<file path="src/rtl/framed_command_ack_link_top_defines.svh">
// assertion macros shared by the link rtl
`ifndef FRAMED_COMMAND_ACK_LINK_TOP_DEFINES_SVH
`define FRAMED_COMMAND_ACK_LINK_TOP_DEFINES_SVH

`ifndef SYNTHESIS
// property checked on every edge outside reset
`define FCAL_ASSERT(lbl, clk, rst, prop, msg) \
  lbl: assert property (@(posedge clk) disable iff (rst) (prop)) else $error(msg);
// property checked on every edge including reset
`define FCAL_ASSERT_ALWAYS(lbl, clk, prop, msg) \
  lbl: assert property (@(posedge clk) (prop)) else $error(msg);
`else
`define FCAL_ASSERT(lbl, clk, rst, prop, msg)
`define FCAL_ASSERT_ALWAYS(lbl, clk, prop, msg)
`endif

`endif

</file>
<file path="src/rtl/fcal_pkg.sv">
// types and constants of the framed command and acknowledge link
`default_nettype none

package fcal_pkg;

  // frame geometry
  localparam int FRAME_BYTES = 8;
  localparam int RX_COUNT_W  = $clog2(FRAME_BYTES);
  localparam logic [RX_COUNT_W-1:0] LAST_BYTE = RX_COUNT_W'(FRAME_BYTES - 1);

  // input opcodes
  localparam logic [1:0] OP_SEND    = 2'd0;
  localparam logic [1:0] OP_RX_BYTE = 2'd1;
  localparam logic [1:0] OP_TICK    = 2'd2;

  // result kinds
  localparam logic [1:0] KIND_TX      = 2'd0;
  localparam logic [1:0] KIND_ACK     = 2'd1;
  localparam logic [1:0] KIND_TIMEOUT = 2'd2;

  // configuration register indexes
  localparam logic [1:0] CFG_START_MARKER  = 2'd0;
  localparam logic [1:0] CFG_END_MARKER    = 2'd1;
  localparam logic [1:0] CFG_ACK_CODE      = 2'd2;
  localparam logic [1:0] CFG_TIMEOUT_TICKS = 2'd3;

  // configuration reset values
  localparam logic [7:0]  START_MARKER_RESET  = 8'd2;
  localparam logic [7:0]  END_MARKER_RESET    = 8'd3;
  localparam logic [7:0]  ACK_CODE_RESET      = 8'd6;
  localparam logic [15:0] TIMEOUT_TICKS_RESET = 16'd500;

  // tick counter ceiling
  localparam logic [15:0] TICKS_MAX = 16'hFFFF;

  typedef struct packed {
    logic [1:0]  opcode;
    logic [7:0]  slave_id;
    logic [7:0]  command;
    logic [7:0]  pump;
    logic [15:0] time_value;
    logic [7:0]  rx_byte;
  } in_item_t;

  typedef struct packed {
    logic [1:0] kind;
    logic [7:0] tx_byte;
    logic       last;
  } out_item_t;

  typedef struct packed {
    logic [7:0]  start_marker;
    logic [7:0]  end_marker;
    logic [7:0]  ack_code;
    logic [15:0] timeout_ticks;
  } cfg_regs_t;

  // work handed from the front to the back: a whole frame or a single report
  typedef struct packed {
    logic [1:0]                  kind;
    logic [FRAME_BYTES-1:0][7:0] frame;
  } job_t;

endpackage

`default_nettype wire

</file>
<file path="src/rtl/fcal_front.sv">
// front end: accepts items, tracks the acknowledge wait and builds jobs
`default_nettype none

`include "framed_command_ack_link_top_defines.svh"

module fcal_front
  import fcal_pkg::*;
(
  input  wire logic      clk,
  input  wire logic      rst,
  input  wire cfg_regs_t cfg,
  input  wire logic      in_valid,
  output logic           in_ready,
  input  wire in_item_t  in_data,
  input  wire logic      q_full,
  output logic           q_push,
  output job_t           q_data
);

  logic                  waiting;
  logic                  waiting_next;
  logic [7:0]            expected_slave;
  logic [7:0]            expected_slave_next;
  logic [7:0]            expected_command;
  logic [7:0]            expected_command_next;
  logic [RX_COUNT_W-1:0] rx_count;
  logic [RX_COUNT_W-1:0] rx_count_next;
  logic [15:0]           elapsed_ticks;
  logic [15:0]           elapsed_ticks_next;
  logic [7:0]            rx_bytes [1:FRAME_BYTES-2];

  logic                  accept;
  logic                  rx_store;
  logic [7:0]            tx_sum;
  logic [7:0]            rx_sum;
  logic                  frame_ok;
  logic [15:0]           tick_inc;

  // one item per cycle while the queue has room
  assign in_ready = !q_full;
  assign accept   = in_valid && in_ready;

  // checksum of an outgoing frame body
  assign tx_sum = in_data.slave_id + in_data.command + in_data.pump
                + in_data.time_value[15:8] + in_data.time_value[7:0];

  // checks on a collected frame, closing byte arriving now
  assign rx_sum   = rx_bytes[1] + rx_bytes[2] + rx_bytes[3] + rx_bytes[4] + rx_bytes[5];
  assign frame_ok = (in_data.rx_byte == cfg.end_marker)
                 && (rx_bytes[6] == rx_sum)
                 && (rx_bytes[1] == expected_slave)
                 && (rx_bytes[2] == cfg.ack_code)
                 && (rx_bytes[3] == expected_command);

  // saturating tick count
  assign tick_inc = (elapsed_ticks == TICKS_MAX) ? elapsed_ticks : elapsed_ticks + 16'd1;

  // classify the item and work out the next wait state
  always_comb begin
    waiting_next          = waiting;
    expected_slave_next   = expected_slave;
    expected_command_next = expected_command;
    rx_count_next         = rx_count;
    elapsed_ticks_next    = elapsed_ticks;
    rx_store              = 1'b0;
    q_push                = 1'b0;
    q_data.kind           = KIND_TX;
    q_data.frame[0]       = cfg.start_marker;
    q_data.frame[1]       = in_data.slave_id;
    q_data.frame[2]       = in_data.command;
    q_data.frame[3]       = in_data.pump;
    q_data.frame[4]       = in_data.time_value[15:8];
    q_data.frame[5]       = in_data.time_value[7:0];
    q_data.frame[6]       = tx_sum;
    q_data.frame[7]       = cfg.end_marker;
    if (accept) begin
      case (in_data.opcode)
        OP_SEND: begin
          q_push                = 1'b1;
          waiting_next          = 1'b1;
          expected_slave_next   = in_data.slave_id;
          expected_command_next = in_data.command;
          rx_count_next         = '0;
          elapsed_ticks_next    = '0;
        end
        OP_RX_BYTE: begin
          if (waiting) begin
            if (rx_count == LAST_BYTE) begin
              rx_count_next = '0;
              if (frame_ok) begin
                waiting_next = 1'b0;
                q_push       = 1'b1;
                q_data.kind  = KIND_ACK;
              end
            end else if (rx_count != '0 || in_data.rx_byte == cfg.start_marker) begin
              rx_count_next = rx_count + RX_COUNT_W'(1);
              rx_store      = (rx_count != '0);
            end
          end
        end
        OP_TICK: begin
          if (waiting) begin
            elapsed_ticks_next = tick_inc;
            if (!(tick_inc < cfg.timeout_ticks)) begin
              waiting_next  = 1'b0;
              rx_count_next = '0;
              q_push        = 1'b1;
              q_data.kind   = KIND_TIMEOUT;
            end
          end
        end
        default: begin
        end
      endcase
    end
  end

  // wait state
  always_ff @(posedge clk) begin
    if (rst) begin
      waiting          <= 1'b0;
      expected_slave   <= '0;
      expected_command <= '0;
      rx_count         <= '0;
      elapsed_ticks    <= '0;
    end else begin
      waiting          <= waiting_next;
      expected_slave   <= expected_slave_next;
      expected_command <= expected_command_next;
      rx_count         <= rx_count_next;
      elapsed_ticks    <= elapsed_ticks_next;
    end
  end

  // collected body bytes
  always_ff @(posedge clk) begin
    if (rx_store) begin
      rx_bytes[rx_count] <= in_data.rx_byte;
    end
  end

  `FCAL_ASSERT(a_idle_count_clear, clk, rst, !waiting |-> rx_count == '0, "collection count set while not waiting")
  `FCAL_ASSERT(a_push_has_room, clk, rst, q_push |-> !q_full, "job pushed into a full queue")

endmodule

`default_nettype wire

</file>
<file path="src/rtl/fcal_queue.sv">
// job queue between the front and back ends
`default_nettype none

`include "framed_command_ack_link_top_defines.svh"

module fcal_queue
  import fcal_pkg::*;
#(
  parameter int DEPTH = 4
) (
  input  wire logic clk,
  input  wire logic rst,
  input  wire logic push,
  input  wire job_t push_data,
  output logic      full,
  input  wire logic pop,
  output job_t      pop_data,
  output logic      empty
);

  localparam int PTR_W   = $clog2(DEPTH);
  localparam int COUNT_W = $clog2(DEPTH + 1);
  localparam logic [PTR_W-1:0]   PTR_LAST = PTR_W'(DEPTH - 1);
  localparam logic [COUNT_W-1:0] COUNT_MAX = COUNT_W'(DEPTH);

  job_t               entries [DEPTH];
  logic [PTR_W-1:0]   wr_ptr;
  logic [PTR_W-1:0]   rd_ptr;
  logic [COUNT_W-1:0] count;
  logic               do_push;
  logic               do_pop;

  assign full     = (count == COUNT_MAX);
  assign empty    = (count == '0);
  assign do_push  = push && !full;
  assign do_pop   = pop && !empty;
  assign pop_data = entries[rd_ptr];

  // pointers and fill level
  always_ff @(posedge clk) begin
    if (rst) begin
      wr_ptr <= '0;
      rd_ptr <= '0;
      count  <= '0;
    end else begin
      if (do_push) begin
        wr_ptr <= (wr_ptr == PTR_LAST) ? '0 : wr_ptr + PTR_W'(1);
      end
      if (do_pop) begin
        rd_ptr <= (rd_ptr == PTR_LAST) ? '0 : rd_ptr + PTR_W'(1);
      end
      if (do_push && !do_pop) begin
        count <= count + COUNT_W'(1);
      end else if (do_pop && !do_push) begin
        count <= count - COUNT_W'(1);
      end
    end
  end

  // storage
  always_ff @(posedge clk) begin
    if (do_push) begin
      entries[wr_ptr] <= push_data;
    end
  end

  `FCAL_ASSERT(a_count_bound, clk, rst, count <= COUNT_MAX, "queue fill level beyond depth")

endmodule

`default_nettype wire

</file>
<file path="src/rtl/fcal_back.sv">
// back end: plays jobs out as results through an output register
`default_nettype none

`include "framed_command_ack_link_top_defines.svh"

module fcal_back
  import fcal_pkg::*;
(
  input  wire logic      clk,
  input  wire logic      rst,
  input  wire logic      q_empty,
  input  wire job_t      q_data,
  output logic           q_pop,
  output logic           out_valid,
  input  wire logic      out_ready,
  output out_item_t      out_data
);

  logic                        busy;
  logic [RX_COUNT_W-1:0]       idx;
  logic [FRAME_BYTES-1:0][7:0] frame;
  logic                        advance;

  // output register is free or its transfer completes now
  assign advance = !out_valid || out_ready;
  assign q_pop   = advance && !busy && !q_empty;

  // control
  always_ff @(posedge clk) begin
    if (rst) begin
      out_valid <= 1'b0;
      busy      <= 1'b0;
      idx       <= '0;
    end else if (advance) begin
      if (busy) begin
        out_valid <= 1'b1;
        idx       <= idx + RX_COUNT_W'(1);
        if (idx == LAST_BYTE) begin
          busy <= 1'b0;
        end
      end else if (!q_empty) begin
        out_valid <= 1'b1;
        if (q_data.kind == KIND_TX) begin
          busy <= 1'b1;
          idx  <= RX_COUNT_W'(1);
        end
      end else begin
        out_valid <= 1'b0;
      end
    end
  end

  // result payload and frame being sent
  always_ff @(posedge clk) begin
    if (advance) begin
      if (busy) begin
        out_data.kind    <= KIND_TX;
        out_data.tx_byte <= frame[idx];
        out_data.last    <= (idx == LAST_BYTE);
      end else if (!q_empty) begin
        frame <= q_data.frame;
        if (q_data.kind == KIND_TX) begin
          out_data.kind    <= KIND_TX;
          out_data.tx_byte <= q_data.frame[0];
          out_data.last    <= 1'b0;
        end else begin
          out_data.kind    <= q_data.kind;
          out_data.tx_byte <= '0;
          out_data.last    <= 1'b1;
        end
      end
    end
  end

  `FCAL_ASSERT(a_busy_holds_byte, clk, rst, busy |-> out_valid, "frame in progress without a byte on the output")
  `FCAL_ASSERT(a_mid_frame_busy, clk, rst, (out_valid && !out_data.last) |-> busy, "non-final result outside a frame")

endmodule

`default_nettype wire

</file>
<file path="src/rtl/framed_command_ack_link_top.sv">
// Master side of a framed command link with acknowledge wait.
// Input channel (in_valid/in_ready/in_data): a send item queues one 8-byte
// frame (start, slave, command, pump, time high, time low, sum, end) and
// arms the acknowledge wait; a received byte is collected into an incoming
// frame while waiting; a tick counts one millisecond toward the timeout.
// Output channel (out_valid/out_ready/out_data): transmit bytes, then an
// acknowledge or timeout report, each with last set on an item's final result.
// Config channel (cfg_valid/cfg_ready/cfg_index/cfg_data) is always ready.
// The first result of an item passes the job queue and the output register.
// Items are taken one per cycle while the job queue has room; results leave
// one per cycle while out_ready is high, so a send holds the output for its
// 8 bytes and the queue depth sets how many jobs can be taken ahead of it.
// When the receiver stalls the output register holds its result, the queue
// fills and in_ready drops once it is full.
// Reset clears the wait state, the queue and the output register and loads
// the configuration defaults; there is no clearing pass.
`default_nettype none

module framed_command_ack_link_top
  import fcal_pkg::*;
#(
  parameter int QUEUE_DEPTH = 4
) (
  input  wire logic        clk,
  input  wire logic        rst,
  input  wire logic        in_valid,
  output logic             in_ready,
  input  wire in_item_t    in_data,
  output logic             out_valid,
  input  wire logic        out_ready,
  output out_item_t        out_data,
  input  wire logic        cfg_valid,
  output logic             cfg_ready,
  input  wire logic [1:0]  cfg_index,
  input  wire logic [15:0] cfg_data
);

  cfg_regs_t cfg;
  logic      q_full;
  logic      q_empty;
  logic      q_push;
  logic      q_pop;
  job_t      q_in;
  job_t      q_out;

  // configuration registers
  assign cfg_ready = 1'b1;

  always_ff @(posedge clk) begin
    if (rst) begin
      cfg.start_marker  <= START_MARKER_RESET;
      cfg.end_marker    <= END_MARKER_RESET;
      cfg.ack_code      <= ACK_CODE_RESET;
      cfg.timeout_ticks <= TIMEOUT_TICKS_RESET;
    end else if (cfg_valid && cfg_ready) begin
      case (cfg_index)
        CFG_START_MARKER:  cfg.start_marker  <= cfg_data[7:0];
        CFG_END_MARKER:    cfg.end_marker    <= cfg_data[7:0];
        CFG_ACK_CODE:      cfg.ack_code      <= cfg_data[7:0];
        CFG_TIMEOUT_TICKS: cfg.timeout_ticks <= cfg_data;
        default: begin
        end
      endcase
    end
  end

  // item intake and acknowledge tracking
  fcal_front u_front (
    .clk      (clk),
    .rst      (rst),
    .cfg      (cfg),
    .in_valid (in_valid),
    .in_ready (in_ready),
    .in_data  (in_data),
    .q_full   (q_full),
    .q_push   (q_push),
    .q_data   (q_in)
  );

  // job queue
  fcal_queue #(
    .DEPTH (QUEUE_DEPTH)
  ) u_queue (
    .clk       (clk),
    .rst       (rst),
    .push      (q_push),
    .push_data (q_in),
    .full      (q_full),
    .pop       (q_pop),
    .pop_data  (q_out),
    .empty     (q_empty)
  );

  // result play-out
  fcal_back u_back (
    .clk       (clk),
    .rst       (rst),
    .q_empty   (q_empty),
    .q_data    (q_out),
    .q_pop     (q_pop),
    .out_valid (out_valid),
    .out_ready (out_ready),
    .out_data  (out_data)
  );

endmodule

`default_nettype wire
</file>
<file path="config.mk">
export PLATFORM = sky130hd
export DESIGN_NAME = framed_command_ack_link_top
export DESIGN_NICKNAME = d
export VERILOG_FILES = /design/src/rtl/fcal_pkg.sv /design/src/rtl/fcal_front.sv /design/src/rtl/fcal_queue.sv /design/src/rtl/fcal_back.sv /design/src/rtl/framed_command_ack_link_top.sv
export VERILOG_INCLUDE_DIRS = /design/src /design/src/rtl
export SDC_FILE = /design/constraint.sdc
export NUM_CORES = 1
export LEC_CHECK = 0
export ABC_AREA = 1
export BUFFER_PORTS_ARGS = -buffer_cell sky130_fd_sc_hd__buf_2
export CELL_PAD_IN_SITES_DETAIL_PLACEMENT = 0
export CELL_PAD_IN_SITES_GLOBAL_PLACEMENT = 1
export CORE_MARGIN = 2
export CORE_UTILIZATION = 23
export DETAILED_ROUTE_END_ITERATION = 6
export GPL_TIMING_DRIVEN = 0
export PLACE_DENSITY = 0.47
export RECOVER_POWER = 50
export SLEW_MARGIN = 25
export SYNTH_ARGS = -nofsm -noshare
export SYNTH_HDL_FRONTEND = slang
export SYNTH_SLANG_ARGS = --single-unit
export TNS_END_PERCENT = 50
</file>
<file path="constraint.sdc">
create_clock -name clk -period 8.75 [get_ports clk]
set_clock_uncertainty 0.2 [all_clocks]
set_input_delay 1.75 -clock clk [delete_from_list [all_inputs] [get_ports clk]]
set_output_delay 1.75 -clock clk [all_outputs]
set_load 0.1 [all_outputs]
</file>
Yosys cells after proc, flatten, opt, wreduce, memory -nomap -nowiden
Memory sizes are Yosys's and may differ from the RTL's. A register that Yosys moved wholly into a read port is not among the register bits. Cells that the tools add are included. Widths: inputs -> output; s select.

Bits in registers: 163. Bits in writable memories: 312. Output and inout port bits: 14. Memories: 2.

Memory list: u_queue.entries (words 4, width 66, read ports 1, clocked after Yosys merged registers in 1, wr ports 1, RTL line fcal_queue.sv:26) `job_t entries [DEPTH];`; u_front.rx_bytes (words 6, width 8, read ports 6, clocked after Yosys merged registers in 0, wr ports 1, RTL line fcal_front.sv:30) `logic [7:0] rx_bytes [1:FRAME_BYTES-2];`.

$add $sub $neg: 15. $lt $le $gt $ge: 2. Eq/ne operators: 22. Multiplexer cells: 58. Bitwise operators: 2. Reductions and logical operators: 39.

Operator list (number): $add 8x8->8 (8); $eq 8x8->1 (6); $mux 16 (2); $pmux 16 s2 (1); $mux 3 (10); $mux 1 (27); $bmux 8 s3 (1); $mux 11 (2); $mux 2 (9); $add 16x1->16 const B (1); $eq 16x16->1 const B (1); $lt 16x16->1 (1); $reduce_and 2->1 (7); $logic_and 1x1->1 (11); $eq 2x2->1 const B (5); $add 3x1->3 const B (3); $eq 3x3->1 const B (3); $mux 9 (1); $pmux 3 s3 (1); $reduce_and 3->1 (3); $mux 8 (1); $logic_not 1->1 (6); $logic_not 2->1 (3); $pmux 1 s3 (2); other kinds (14) (23).

Depth between registers and ports, before layout
Gate-level depths: netlist (run 1). An unclocked memory read counts as a cell.

Depth after elaboration: 20. Gate-level depth with buffers: 28. Depth with buffers taken out: 28.

Modules after synthesis
From an unflattened synthesis (run 1), not the netlist that was laid out.

Cells, all modules: 2005. Area, all modules: 22333.9 µm².

By module, submodules not included: fcal_queue (times used 1, cells each 709, area each 10884.2 µm², sequential area each 8107.8 µm²); fcal_front (times used 1, cells each 729, area each 6352.3 µm², sequential area each 2162.1 µm²); fcal_back (times used 1, cells each 324, area each 3472.1 µm², sequential area each 2352.3 µm²); framed_command_ack_link_top (times used 1, cells each 243, area each 1625.3 µm², sequential area each 800.8 µm²).

Worst setup path before layout (run 1)
Ideal clock, no wire load.

Kind: input -> register. Start: in out_ready. End: reg u_queue.count[1]. Library setup time: 0.116 ns. Data arrival time: 7.831 ns. Slack: 0.603 ns. Stages: 8. Cell sequence: nor2_1 -> nor3_1 -> inv_1 -> ha_1 -> inv_1 -> fa_1 -> o21ai_0 -> nor2_1.

Word-level cells in the longest chain between the ends: 7.

RTL lines: start: declaration (RTL line framed_command_ack_link_top.sv:30) `input wire logic out_ready,`; $logic_or 1x1->1 * (RTL line fcal_back.sv:25) `assign advance = !out_valid || out_ready;`; $logic_and 1x1->1 * (2 in series) (RTL line fcal_back.sv:26) `assign q_pop = advance && !busy && !q_empty;`; $logic_and 1x1->1 * (RTL line fcal_queue.sv:36) `assign do_pop = pop && !empty;`; $logic_not 1->1 (RTL line fcal_queue.sv:52) `if (do_push && !do_pop) begin`; $logic_and 1x1->1 (RTL line fcal_queue.sv:52); $mux 3 / $reduce_bool 2->1 (equally long branches); end signal: assignment (RTL line fcal_queue.sv:53) `count <= count + COUNT_W'(1);`; end signal: assignment (RTL line fcal_queue.sv:55) `count <= count - COUNT_W'(1);`; end: declaration (RTL line fcal_queue.sv:29) `logic [COUNT_W-1:0] count;`.

Every way passes the cells marked *; elsewhere a longest branch is shown, timed or not. A chain may end at the register's enable or synchronous reset.

==> impl_metrics.ini, run 1 <==
[synthesis]
synth_edf_count = 387
ys_warn_count = 0
ys_types = 50
syn_area_per_cell_um2 = 11.78
syn-num-nets = 1910
synth-seq-area-share_pct = 65.16
synthFlopType = edfxtp_1
ys_ff_latch = 477
postSynthCellCount = 1749
async_reset_ff_share_pct = 0
syn_area_um2 = 20600

[die]
die_x_um = 303.3
dieArea_um2 = 91970
core_area_um2 = 88510
initial_core_util_pct = 23.27
rows = 109
die_y_um = 303.3
io_pins = 87

[final_layout]
nNetsFinal = 2079
drive_above_1_share_pct = 8.167
final_util_pct = 27.77
diodes = 0
num-fill-cells = 9207
syn_to_final_growth_pct = 19.33

[timing]
maxSlewHeadroom_pct = 6.572
hold_viol = 0
slew_viol_final = 0
setup_tns_ns = 0
tightest_slew_ns = 1.391
period_share_pct = 68.94
setup_viol = 0
fmax_mhz = 165.8
fin_crit_ns = 6.032
rsz0062_at_grt = false

[routing]
via_count = 13861
drc = 0
first_pass_iters = 5
finalWirelength_um = 65200
wl_per_cell_um = 20.87
avgViaCountPerCell = 4.437
antenna_left = 0
drtIter0Drc = 852

[grt]
use_met3_pct = 2.013
overflow = 0
grt_max_degree = 20
busiest_layer = met2
first_global_vias = 13697
track_usage_pct = 14.07
grt_pass1_wl_um = 94290
use_met2_pct = 22.77
antenna_found_initial = 2
use_met1_pct = 19.75

[power]
vdd_ir_drop_max_mv = 0.1390
p_comb_share_pct = 25.9
p_int_mw = 4.558
p_sw_mw = 2.468
p_per_area_nw_per_um2 = 285.8
seqPwrFrac_pct = 43.1
swShare_pct = 35.13
p_clk_share_pct = 31.0
p_leak_nw = 8.482

[clock_network]
cts_tree = built
cts_buffer_depth = 3
cts_num_sinks = 477
cts_max_level = 2
numCtsBuffers = 53
holdBufCountCts = 0
clkLatencyLatePin_ns = 0.64
postCtsSetupBuffers = 0
cts_resized = 0
root_buffer = clkbuf_16
path_clk_slew_ns = 0.06

[min_path]
holdCritPathClass = flip-flop to flip-flop

[worst_setup_path]
start_kind = flip-flop
cp_num_buf_inv = 6
path_common_cell = fa_1
path_class = flip-flop to flip-flop
critPathMaxFanout = 17
cp.arrival_ns = 6.15
worst_setup_path_end_kind = flip-flop
max_stage_delay_ns = 0.55
cp_top_family = adder cells
crit_slowest_cell = fa_1
path_cells = fa_1, fa_1, fa_1, ha_1, inv_1, fa_1, inv_1, nand3_1, nand2_1, xor3_1, nor2_1, nand3_1, nor2_1, nor2_1, nor2_2, nand3_4, nand2_4, inv_2, nor2_4, buf_12, buf_16, buf_16
required_ns = 8.87

[placed_design]
placement.io_buffers = 85
hpwl_um = 47240
gp_congestion = 0.8379

[flow_run]
drv_cap = 0

[status]
outcome = finished clean
[final timing paths]
path,start,slack (ns),depth (start not counted),endpoint
worst max-delay path,u_front.rx_bytes[3][1],2.72,22,u_queue.entries[0][33]
worst min-delay path,cfg[15],0.26,2,cfg[15]
worst max register to register,u_front.rx_bytes[3][1],2.72,22,u_queue.entries[0][33]
worst min register to register,cfg[15],0.26,2,cfg[15]
[flip-flops by register name (all words and copies together), names as in the netlist, named ones only]
signal / cells
u_queue.entries: 264
u_back.frame: 64
u_front.rx_bytes: 48
cfg: 40
u_front.elapsed_ticks: 16
u_back.out_data: 11
u_front.expected_command: 8
u_front.expected_slave: 8
u_back.idx: 3
u_front.rx_count: 3
u_queue.count: 3
u_queue.rd_ptr: 2
u_queue.wr_ptr: 2
u_back.busy: 1
u_back.out_valid: 1
u_front.waiting: 1
[cell usage after synthesis, types with 4 or more instances]
library cell  instances  area, um2
a21oi_1              87      435.4
a32o_1               10      100.1
clkbuf_1             66      247.7
dfxtp_1              90       1802
edfxtp_1            387      11620
fa_1                 41      820.8
ha_1                 47      588.1
inv_1               134      503.0
inv_2                 5      18.77
mux2i_1              16      160.2
nand2_1             174      653.1
nand2_2               4      25.02
nand3_1              31      155.2
nand4_1               6      37.54
nor2_1              238      893.4
nor2_2                5      31.28
nor3_1               21      105.1
o211ai_1              4      30.03
o21ai_0             214       1071
o221ai_1             16      140.1
o22ai_1              70      437.9
xnor2_1              17      148.9
xor2_1               25      219.0
[layout make-up]
| type | count | area [um2] | area share, % |
|---|---|---|---|
| buffer | 71 | 271.5 | 1.104 |
| sequential | 477 | 13420 | 54.60 |
| timing repair buffer | 114 | 803.3 | 3.268 |
| inverter | 140 | 525.5 | 2.138 |
| clock inverter | 27 | 260.3 | 1.059 |
| tap | 1165 | 1458 | 5.930 |
| clock buffer | 69 | 1406 | 5.721 |
| multi-input combinational | 1061 | 6435 | 26.18 |
[per-stage QoR]
stage | power, mW | instance area (um2) | hold WS, ns | worst slack (ns) | cells
detailed placement | 4.950 | 23040 | 0.2558 | 2.550 | 3028
global placement | 4.774 | 22480 | 0.2519 | -3.271 | 2999
global route | 7.376 | 24580 | 0.2873 | 2.387 | 3124
floorplan | 4.159 | 20600 | 0.2337 | 0.6029 | 1749
finish | 7.025 | 24580 | 0.2614 | 2.718 | 3124
CTS | 7.167 | 24700 | 0.2676 | 2.570 | 3124
[cells in the final DEF (no fill, tap or decap), drive strengths merged, types with 2 or more instances in the layout]
cell      instances
nand3            33
nand3b            3
clkbuf          198
a32o             10
dfxtp            90
xor2             25
edfxtp          387
clkinvlp          4
o211ai            5
a211oi            2
clkinv           19
o21a              3
buf              56
nor3             24
nand4             6
a31oi             2
mux2i            16
nor4              2
inv             141
bufinv            3
o221ai           16
nor2            243
nand2           179
o21ai           218
o22ai            70
a21oi            88
xnor2            17
ha               47
fa               41
[logic make-up after synthesis]
logic type                 share of synthesized area [%]
xor gates and xnor gates                           2.010
DFF                                                65.16
adders and majority gates                          6.839
and+or+nand+nor                                    9.828
other                                            0.01820
buffers and inverters                              3.875
AOI/OAI and AO/OA                                  11.49
muxes                                             0.7774
[tightest hold or removal path, stage by stage, from the launching register on]
cell     delay (ns)
dfxtp_1        0.30
inv_1          0.06
a21oi_1        0.06
[per-layer routing]
metal  vias up  wire [um]  share of wire (%)
li1       6556          -                  -
met1      6914      31260                 48
met2       306      29900                 46
met3        85       2591                4.0
met4         0       1458                2.2
met5         -          0                  0
[power groups by stage]
stage | Combinational (mW) | Clock, mW | Sequential, mW
2_1_floorplan | 0.930 | 0 | 3.23
3_3_place_gp | 1.66 | 0 | 3.11
3_5_place_dp | 1.88 | 0 | 3.07
4_1_cts | 1.89 | 2.25 | 3.03
5_1_grt | 2.00 | 2.33 | 3.05
6_report | 1.82 | 2.18 | 3.03
(Power assumes the default switching activity.)
==> run 2: changes to the inputs <==
--- a/config.mk
+++ b/config.mk
@@ -14,7 +14,7 @@
 export CORE_UTILIZATION = 23
 export DETAILED_ROUTE_END_ITERATION = 6
 export GPL_TIMING_DRIVEN = 0
-export PLACE_DENSITY = 0.47
+export PLACE_DENSITY = 0.48
 export RECOVER_POWER = 50
 export SLEW_MARGIN = 25
 export SYNTH_ARGS = -nofsm -noshare
==> constraint.sdc (replaced) <==
create_clock -name clk -period 5.3 [get_ports clk]
set_clock_uncertainty 0.2 [all_clocks]
set_input_delay 1.06 -clock clk [delete_from_list [all_inputs] [get_ports clk]]
set_output_delay 1.06 -clock clk [all_outputs]
set_load 0.1 [all_outputs]
==> impl_metrics.ini, run 2 (synthesis results as in run 1) <==
[status]
outcome = finished, violations left
failed_checks = setup timing

[grt]
first_global_vias = 13675
antenna_found_initial = 8
grt_pass1_wl_um = 94360
overflow = 0
grt_max_degree = 29
track_usage_pct = 14.07

[routing]
avgViaCountPerCell = 4.437
antenna_left = 0
drtIter0Drc = 1140
wl_per_cell_um = 21.13
first_pass_iters = 5
finalWirelength_um = 66780
via_count = 14024
drc = 0

[power]
p_per_area_nw_per_um2 = 461.5
vdd_ir_drop_max_mv = 0.2595
p_leak_nw = 8.780

[final_layout]
layout_commonest_cell = edfxtp_1
num-fill-cells = 9093
nNetsFinal = 2116
final_cell_mix = edfxtp_1 (387), nor2_1 (232), o21ai_0 (211)
biggestRegsByFlops = u_queue.entries x264, u_back.frame x64, u_front.rx_bytes x48
drive_above_1_share_pct = 11.02
diodes = 0
syn_to_final_growth_pct = 22.36
regMostFlops = u_queue.entries
largest_register_ffs = 264
final_util_pct = 28.48
final_cell_area_um2 = 25210

[die]
die_y_um = 303.3
io_pins = 87
core_area_um2 = 88510
initial_core_util_pct = 23.27
rows = 109
die_x_um = 303.3
dieArea_um2 = 91970

[clock_network]
numCtsBuffers = 53
cts_tree = built
path_clk_slew_ns = 0.06
cts_max_level = 2
cts_num_sinks = 477
holdBufCountCts = 0
cts_buffer_depth = 3
clkLatencyLatePin_ns = 0.61
root_buffer = clkbuf_16

[flow_run]
drv_cap = 0

[worst_setup_path]
critPathMaxFanout = 8
required_ns = 5.44
crit_slowest_cell = fa_2
worst_setup_path_end_kind = flip-flop
path_cells = fa_1, fa_1, fa_1, ha_4, inv_2, fa_2, xnor2_2, nor2_1, nand3b_1, nor2_1, nand2_1, nor2_2, nand3_2, nor2_2, nor2_1, nor2_2, nand3_4, nand2_4, buf_4, inv_6, nor2_4, buf_6, buf_12, clkbuf_16
start_kind = flip-flop
max_stage_delay_ns = 0.58
cp.arrival_ns = 5.46
path_class = flip-flop to flip-flop

[timing]
hold_viol = 0
slew_viol_final = 0
period_share_pct = 100.5
fmax_mhz = 187.8
tightest_slew_ns = 1.023
fin_ws_ns = -0.02614
fin_crit_ns = 5.326
setup_viol = 42
maxSlewHeadroom_pct = 31.82
rsz0062_at_grt = true

[placed_design]
dpl-instance-area_um2 = 23050
gp_congestion = 0.8120
placement.io_buffers = 85
hpwl_um = 46880

[min_path]
holdCritPathClass = flip-flop to flip-flop
[run 2: worst paths after layout]
check	from	endpoint	slack, ns	depth (start not counted)
setup / recovery	u_front.rx_bytes[3][1]	u_queue.entries[2][3]	-0.03	24
hold / removal	cfg[10]	cfg[10]	0.26	2
setup reg to reg	u_front.rx_bytes[3][1]	u_queue.entries[2][3]	-0.03	24
hold reg to reg	cfg[10]	cfg[10]	0.26	2
[run 2: layout make-up]
type	instances	area (um2)	area share, %
buffer	71	271.5	1.077
timing repair buffer	151	1390	5.515
clock inverter	21	172.7	0.6850
tap	1165	1458	5.783
inverter	140	533.0	2.115
multi-input combinational	1061	6509	25.82
clock buffer	75	1450	5.753
sequential	477	13420	53.25
[run 2: power breakdown]
| part | switching, mW | internal [mW] | leakage (nW) | total [mW] |
|---|---|---|---|---|
| clock | 1.56 | 1.96 | 0.791 | 3.52 |
| sequential | 0.229 | 4.78 | 4.29 | 5.00 |
| combinational | 2.33 | 0.774 | 3.70 | 3.11 |
[run 2: routing by layer]
| metal | up-vias | global-route usage (%) | routed length [um] |
|---|---|---|---|
| li1 | 6619 | - | - |
| met4 | 2 | 3.483 | 1455 |
| met1 | 6918 | 19.50 | 30630 |
| met2 | 396 | 23.04 | 31180 |
| met3 | 89 | 2.085 | 3498 |
| met5 | - | 0 | 12 |
[run 2: what timing repair did]
action,4_1_cts,5_1_grt
gates cloned,2,9
endpoints found under the setup margin,266,261
gates resized for setup,19,16
setup buffers,24,8
pin swaps,21,6
[run 2: critical path, delay by kind of cell, from the launching register on]
kind	cells	cell delay, ns
xor+xnor	1	0.07
simple gates	12	1.38
buf+inv	6	0.69
fa+ha+maj	5	2.27
flops	1	0.43
[run 2: through the flow]
stage | std cells | hold WS [ns] | worst slack [ns] | TNS [ns] | total power, mW
3_3_place_gp | 2999 | 0.2527 | -5.810 | -1599.45 | 7.864
4_1_cts | 3144 | 0.2636 | -0.06673 | -3.037 | 11.80
5_1_grt | 3161 | 0.2922 | -0.2515 | -44.49 | 12.17
6_report | 3161 | 0.2610 | -0.02614 | -0.6227 | 11.63
2_1_floorplan | 1749 | 0.2337 | -1.871 | -494.01 | 6.841
3_5_place_dp | 3024 | 0.2556 | -0.7954 | -120.36 | 8.210
==> run 3: changes to the inputs <==
--- a/config.mk
+++ b/config.mk
@@ -10,7 +10,6 @@
 export BUFFER_PORTS_ARGS = -buffer_cell sky130_fd_sc_hd__buf_2
 export CELL_PAD_IN_SITES_DETAIL_PLACEMENT = 0
 export CELL_PAD_IN_SITES_GLOBAL_PLACEMENT = 1
-export CORE_MARGIN = 2
 export CORE_UTILIZATION = 23
 export DETAILED_ROUTE_END_ITERATION = 6
 export GPL_TIMING_DRIVEN = 0
==> constraint.sdc (replaced) <==
create_clock -name clk -period 5.3 [get_ports clk]
set_clock_uncertainty 0.2 [all_clocks]
set_input_delay 0.795 -clock clk [delete_from_list [all_inputs] [get_ports clk]]
set_output_delay 0.795 -clock clk [all_outputs]
set_load 0.1 [all_outputs]
==> impl_metrics.ini, run 3 (synthesis results as in run 1) <==
[clock_network]
path_clk_slew_ns = 0.06
numCtsBuffers = 53
clkLatencyLatePin_ns = 0.61
cts_num_sinks = 477
holdBufCountCts = 0
cts_tree = built
root_buffer = clkbuf_16
cts_max_level = 2
cts_buffer_depth = 3

[die]
die_y_um = 301.3
dieArea_um2 = 90760
rows = 109
core_area_um2 = 88510
die_x_um = 301.3
initial_core_util_pct = 23.27
io_pins = 87

[routing]
highest_layer = met5
met3_length_um = 3542
drc = 20
antenna_left = 0
via_count = 14120
finalWirelength_um = 67800
wl_per_cell_um = 21.33
first_pass_iters = 7
wl_met2_um = 31030
m1WireLength_um = 31350
avgViaCountPerCell = 4.442
drtIter0Drc = 1120

[final_layout]
nNetsFinal = 2133
biggestRegsByFlops = u_queue.entries x264, u_back.frame x64, u_front.rx_bytes x48
final_util_pct = 29.01
final_cell_area_um2 = 25670
layout_commonest_cell = edfxtp_1
syn_to_final_growth_pct = 24.64
largest_register_ffs = 264
final_cell_mix = edfxtp_1 (387), nor2_1 (231), o21ai_0 (211)
diodes = 0
drive_above_1_share_pct = 12.56
final_cells = 3179
regMostFlops = u_queue.entries

[grt]
antenna_found_initial = 6
overflow = 0
grt_max_degree = 20
grt_pass1_wl_um = 95990
first_global_vias = 14075
track_usage_pct = 14.54

[placed_design]
gp_congestion = 0.8016
dp_cells = 3023
place_ws_ns = -0.7615
dpl-instance-area_um2 = 23020
placement.io_buffers = 85
hpwl_um = 46600

[worst_setup_path]
cp.arrival_ns = 5.49
max_stage_delay_ns = 0.53
worst_setup_path_end_kind = flip-flop
r2r_start = u_front.rx_bytes[3][1]
worst-r2r-cell-count = 24
path_class = flip-flop to flip-flop
start_kind = flip-flop
required_ns = 5.41
critPathMaxFanout = 8
crit_slowest_cell = fa_1
r2r_slack_ns = -0.08
path_cells = fa_1, fa_1, fa_1, ha_2, inv_2, fa_2, inv_1, nand3_1, nand2_1, xor3_1, nor2_1, nand3_2, nor2_2, nor2_1, nor2_2, nand3_4, nand2_8, buf_12, inv_8, buf_6, nor2_4, buf_12, buf_12, buf_16
timing.rr.end = u_queue.entries[1][12]

[min_path]
whs_path_depth = 3
hp-start = cfg_data[8]
holdPathEnd = cfg[8]
holdCritPathClass = primary input to flip-flop

[power]
power.total_mw = 11.91
p_leak_nw = 9.001
p_per_area_nw_per_um2 = 463.9
vdd_ir_drop_max_mv = 0.2238

[timing]
fmax_mhz = 185.9
period_share_pct = 101.5
fin_crit_ns = 5.381
slew_viol_final = 0
hold_viol = 0
tightest_slew_ns = 1.229
setup_viol = 39
rsz0062_at_grt = true
maxSlewHeadroom_pct = 17.42
hold_ws_ns = 0.2387
fin_ws_ns = -0.08069
setup_tns_ns = -0.9698

[flow_run]
drv_cap = 0

[status]
outcome = finished, violations left
failed_checks = DRC, setup timing
[run 3: cell types whose count changed in the layout (fill, tap and decap cells not counted), moves of 3 or more]
cell,change
bufinv_16,+4
clkinv_4,+4
buf_6,+8
clkinvlp_4,+3
buf_8,+3
clkbuf_16,+5
clkbuf_1,-17
[run 3: worst max path at each step]
stage,start,slack [ns],cells after the start,end
detailed placement,u_front.rx_bytes[3][1],-0.76,23,u_queue.entries[3][38]
finish,u_front.rx_bytes[3][1],-0.08,24,u_queue.entries[1][12]
global placement,u_front.rx_bytes[3][1],-5.70,20,u_queue.entries[3][43]
floorplan,u_front.rx_bytes[5][1],-1.87,20,u_queue.entries[0][0]
CTS,u_front.rx_bytes[3][1],-0.11,25,u_queue.entries[3][9]
global route,u_front.rx_bytes[3][1],-0.32,25,u_queue.count[2]
[run 3: final cells by class]
type | count | area, um2
buffer | 71 | 271.5
tap | 1165 | 1458
clock buffer | 61 | 1399
fill | 9024 | 62840
multi-input combinational | 1061 | 6520
timing repair buffer | 168 | 1718
inverter | 140 | 535.5
sequential | 477 | 13420
clock inverter | 36 | 350.3
[run 3: power breakdown]
group	total (mW)	internal, mW	switching (mW)	leakage (nW)
Sequential	5.01	4.77	0.237	4.29
Combinational	3.16	0.816	2.34	3.86
Clock	3.74	2.14	1.60	0.851
[run 3: metal layers]
| layer | GRT usage (%) | vias to the layer above |
|---|---|---|
| met3 | 2.183 | 103 |
| li1 | - | 6664 |
| met4 | 4.701 | 2 |
| met1 | 20.31 | 6987 |
| met2 | 22.98 | 364 |
| met5 | 0 | - |
[run 3: critical path, delay by kind of cell, from the launching register on]
family / cells / cell delay (ns)
XOR/XNOR: 1 / 0.20
adder cells (fa/ha/maj): 5 / 2.05
buffers and inverters: 8 / 0.86
flip-flops: 1 / 0.45
AND/OR/NAND/NOR: 10 / 1.31
[run 3: what timing repair did]
| action | 4_1_cts | 5_1_grt |
|---|---|---|
| resized for setup | 37 | 26 |
| pin swaps | 19 | 17 |
| buffers inserted | 35 | 11 |
| hold endpoints to repair | 0 | 0 |
| setup endpoints to repair | 253 | 253 |
| gates cloned | 4 | 13 |
